===== src/sv/ddo_pkg.sv =====
package ddo_pkg;

   localparam int FRAC_BITS = 16;
   localparam int POS_W     = 48;
   localparam int CNT_W     = 32;
   localparam int ANG_W     = 32;
   localparam int CFG_W     = 32;
   localparam int CSR_IDX_W = 3;
   localparam int SUM_W     = CNT_W + 1;
   localparam int DEG_W     = 25;
   localparam int DEG_SHIFT = 16;

   localparam int MUL_A_W = 33;
   localparam int MUL_B_W = 32;
   localparam int MUL_P_W = MUL_A_W + MUL_B_W;

   // travel scaling and cordic datapath width
   localparam int SH = 31 - FRAC_BITS;
   localparam int CW = 65 - SH;
   localparam int CORDIC_STEPS = 30;
   localparam int STEP_W = $clog2(CORDIC_STEPS);

   localparam logic [MUL_B_W-1:0] KGAIN_Q30  = 32'd652032874;
   localparam logic [MUL_B_W-1:0] DEG_SCALE  = 32'd360;
   localparam logic [MUL_P_W-1:0] ROUND_HALF = MUL_P_W'(1) << (SH - 1);

   // millimetre product split into two partial products
   localparam int MM_SPLIT = POS_W / 2;
   localparam int ACC_W    = POS_W + CFG_W + 1;
   localparam logic [ACC_W-1:0] MM_POS_LIMIT = (ACC_W'(1) << (POS_W - 1)) - ACC_W'(1);
   localparam logic [ACC_W-1:0] MM_NEG_LIMIT = ACC_W'(1) << (POS_W - 1);

   localparam logic [DEG_W-1:0] DEG_LIMIT = 25'd23592960;
   localparam logic [CFG_W-1:0] MM_PER_TICK_RESET = 32'd65536;

   localparam logic [CSR_IDX_W-1:0] REG_START_X       = 3'd0;
   localparam logic [CSR_IDX_W-1:0] REG_START_Y       = 3'd1;
   localparam logic [CSR_IDX_W-1:0] REG_START_HEADING = 3'd2;
   localparam logic [CSR_IDX_W-1:0] REG_TURN_PER_TICK = 3'd3;
   localparam logic [CSR_IDX_W-1:0] REG_MM_PER_TICK   = 3'd4;

   localparam logic CMD_INIT   = 1'b0;
   localparam logic CMD_UPDATE = 1'b1;

   typedef enum logic [3:0] {
      ST_IDLE,
      ST_TURN,
      ST_GAIN,
      ST_ROT_LOAD,
      ST_ROT,
      ST_POS,
      ST_MM_LO,
      ST_MM_HI,
      ST_MM_SUM,
      ST_MM_SAT,
      ST_DEG,
      ST_DONE
   } state_type;

   typedef struct packed {
      logic load;
      logic run;
   } rot_ctrl_type;

   function automatic logic [ANG_W-1:0] atan_angle(input logic [STEP_W-1:0] step);
      logic [ANG_W-1:0] a;
      case (step)
         5'd0:  a = 32'd536870912;
         5'd1:  a = 32'd316933406;
         5'd2:  a = 32'd167458907;
         5'd3:  a = 32'd85004756;
         5'd4:  a = 32'd42667331;
         5'd5:  a = 32'd21354465;
         5'd6:  a = 32'd10679838;
         5'd7:  a = 32'd5340245;
         5'd8:  a = 32'd2670163;
         5'd9:  a = 32'd1335087;
         5'd10: a = 32'd667544;
         5'd11: a = 32'd333772;
         5'd12: a = 32'd166886;
         5'd13: a = 32'd83443;
         5'd14: a = 32'd41722;
         5'd15: a = 32'd20861;
         5'd16: a = 32'd10430;
         5'd17: a = 32'd5215;
         5'd18: a = 32'd2608;
         5'd19: a = 32'd1304;
         5'd20: a = 32'd652;
         5'd21: a = 32'd326;
         5'd22: a = 32'd163;
         5'd23: a = 32'd81;
         5'd24: a = 32'd41;
         5'd25: a = 32'd20;
         5'd26: a = 32'd10;
         5'd27: a = 32'd5;
         5'd28: a = 32'd3;
         5'd29: a = 32'd1;
         default: a = '0;
      endcase
      return a;
   endfunction

endpackage


===== src/sv/ddo_mul.sv =====
module ddo_mul (
   input  logic                        clock,
   input  logic [ddo_pkg::MUL_A_W-1:0] mul_a,
   input  logic [ddo_pkg::MUL_B_W-1:0] mul_b,
   output logic [ddo_pkg::MUL_P_W-1:0] mul_p
);

   logic [ddo_pkg::MUL_P_W-1:0] prod_ff;
   logic [ddo_pkg::MUL_P_W-1:0] prod_in;

   assign prod_in = ddo_pkg::MUL_P_W'(mul_a) * ddo_pkg::MUL_P_W'(mul_b);

   always_ff @(posedge clock) begin
      prod_ff <= prod_in;
   end

   assign mul_p = prod_ff;

endmodule


===== config.mk =====
export PLATFORM = sky130hd
export DESIGN_NAME = ddo_mul
export DESIGN_NICKNAME = d
export VERILOG_FILES = /design/src/sv/ddo_pkg.sv /design/src/sv/ddo_mul.sv
export SDC_FILE = /design/constraint.sdc
export NUM_CORES = 2
export LEC_CHECK = 0
export ABC_AREA = 0
export BUFFER_PORTS_ARGS = -buffer_cell sky130_fd_sc_hd__clkbuf_2
export CAP_MARGIN = 20
export CORE_AREA = 3 3 347 349
export DETAILED_ROUTE_END_ITERATION = 16
export DIE_AREA = 0 0 350 352
export PLACE_DENSITY_LB_ADDON = 0.3
export SYNTH_ARGS = -nofsm -noshare
export SYNTH_HDL_FRONTEND = slang
export SYNTH_SLANG_ARGS = --single-unit
export TNS_END_PERCENT = 100

===== constraint.sdc =====
create_clock -name clock -period 8.4 [get_ports clock]
set_input_delay 1.26 -clock clock [delete_from_list [all_inputs] [get_ports clock]]
set_output_delay 1.26 -clock clock [all_outputs]
set_load 0.03 [all_outputs]

==> results.md <==
* CP Capture Type: register
* Post-route minimum period at 8.26 ns
* Mapped Cells at 3,885
* PortBufs at 130
* Clk buf depth at 2
* CTS root buf: clkbuf_16
* Top cells by area, synth: fa_1 (53%), inv_1 (9.9%), ha_1 (9.4%), and2_1 (8.6%), nand2_1 (6.6%)
* Worst slew pin tran at 0.724 ns
* Synthesized Nets at 5,141
* Hold Crit Class: primary input to register
* Hold depth at 4
* Yosys reg bits at 65
* TritonCTS clock tree: built
* CORE AREA at 118,000 um2
* Synth unique cells at 55
* Async S/R FF share, synth at 0%
* Layout cells sized above 1 at 13.5%
* Hold wc startpoint: mul_b[1]
* Wire length per cell at 17.6 um
* Slew HR at 51.2%
* Yosys warns at 0
* H-tree Lvls at 3
* Antenna violations before repair at 11
* Crit path max fanout at 19
* Slowest cell on the critical path: fa_1
* Max Cap Viol at 0
* Area share of the largest cell type after synthesis at 52.5%
* Die W at 350 um
* First-pass GRT wire length at 161,000 um
* Vias per inst at 4.54
* Number of flip-flops under the largest register name at 65
* Area grow syn2layout at 16.1%
* CP peak stage delay at 0.60 ns
* DP Wirelength at 90,900 um
* DRC at 0
* Max Slew Vio Count at 0
* Io pins at 131
* Top post-synthesis cells by count: fa_1 (926), inv_1 (926), nand2_1 (616)
* Placed Area at 40,300 um2
* Clk sink count at 65
* Total Nets Final at 5,450
* Die Ht at 352 um
* Syn avg cell area at 9.08 um2
* Seq/Total Area, Yosys at 3.69%
* Area leader, netlist: fa_1
* DRT iter0 DRCs at 1,154
* RSZ-0062 raised after global routing: true
* GRT Total Usage at 16.9%
* Dpl ws at -0.784 ns
* Num CTS Buffers at 9
* Initial Util at 30.0%
* Hold EP: mul_p[1]
* Top FF cell, synth: dfxtp_1
* Status: finished clean
* Fin Hold WS at 1.49 ns
* Worst setup slack after layout at 0.144 ns
* Crit path max-delay family: adder cells
* Worst Path Required at 8.66 ns
* Post-synthesis cell area at 35,300 um2
* Post-route antenna net violation count at 0
* Largest net degree at the start of global routing at 34
* Startpoint Class: primary input
* DRT Pass-1 Iters at 5
* GRT overflow at 0
* Critical Path AT at 8.51 ns
* Gpl congestion at 0.876
* Final setup vio count at 0
* # rows at 126
* Hold Violations, Final at 0
* Routed wire length at 101,000 um
* Fmax at 121 MHz
* Vias in the first global route at 28,500
* Finished Core Util at 34.8%
* WP buf/inv at 10
* Via count at 26,100
* Tcrit/Tclk final at 98.3%
* Clock-pin slew on the worst setup and hold paths at 0.06 ns
* Cts hold-fix bufs at 0
* Number of synthesized flops with an enable pin at 0
* Most used cell, CP: fa_1
* CP Class: primary input to register
* Final instance area at 40,900 um2
* DIE AREA at 123,000 um2
* Fillers at 12,200
[worst min-delay path, stage by stage]
cell and delay (ns):
clkbuf_2 0.10, buf_12 0.19, and2_1 0.15, ha_1 0.12
[per-layer routing]
layer | GRT usage (%) | vias to the layer above | wire length [um]
li1 | - | 11800 | -
met1 | 20.5 | 13600 | 39600
met2 | 31.1 | 513 | 54300
met3 | 2.31 | 128 | 4220
met4 | 4.53 | 0 | 2970
met5 | 0 | - | 0
[logic make-up (layout without fill, tap and decap cells)]
kind of cell    after synthesis  after routing  share of synthesized area, %
buf+inv                    1141           1454                          12.1
simple gates               1207           1207                          16.7
compound gates              217            217                          3.90
xor+xnor                     65             65                          1.61
fa+ha+maj                  1190           1190                          61.9
other cells                   0              8                             0
flops                        65             65                          3.69
[final cells by class]
cell class | instances | area [um2] | area share, %
Inverter | 926 | 3480 | 8.49
Timing Repair Buffer | 513 | 4030 | 9.85
Multi-Input combinational cell | 2679 | 29900 | 73.1
Sequential cell | 65 | 1300 | 3.18
Antenna cell | 8 | 20.0 | 0.0489
Clock buffer | 12 | 246 | 0.602
Tap cell | 1536 | 1920 | 4.69
Clock inverter | 3 | 17.5 | 0.0428
[cell usage in the layout (no fill, tap or decap), drive strengths merged, types with 3 or more instances in the layout]
master	n
a221oi	3
nor2b	8
dfxtp	65
fa	926
buf	388
diode	8
a31oi	14
nand3	14
and2	485
nand2	618
inv	926
ha	264
a211oi	5
xnor2	40
nor3	8
nor4	4
a21oi	66
o211ai	7
nand4	15
or3	3
nand2b	3
a21o	33
a21boi	4
xor2	25
nor2	36
o31ai	3
and3	6
clkbuf	137
a211o	3
o21ai	46
o21bai	14
o41ai	3
[worst max-delay path by stage]
| stage | from | cells past startpoint | end |
|---|---|---|---|
| floorplan | mul_a[28] | 24 | mul_p[61] |
| global placement | mul_a[14] | 26 | mul_p[60] |
| detailed placement | mul_a[14] | 26 | mul_p[60] |
| CTS | mul_a[9] | 24 | mul_p[57] |
| global route | mul_b[23] | 24 | mul_p[61] |
| finish | mul_b[8] | 28 | mul_p[52] |
[through the flow]
step / std cells / TNS, ns
2_1_floorplan: 3885 / 0
3_3_place_gp: 5714 / -8.68
3_5_place_dp: 5714 / -8.37
4_1_cts: 5729 / 0
5_1_grt: 5737 / -0.0440
6_report: 5742 / 0
[what timing repair did]
item / in CTS / in global routing
setup endpoints to repair: 9 / 17
gates resized for setup: 13 / 75
buffers inserted: 0 / 5
pin swaps: 1 / 11
Power is not shown: default switching activity piles up to over one toggle a cycle in this logic, so the estimate is an artifact.
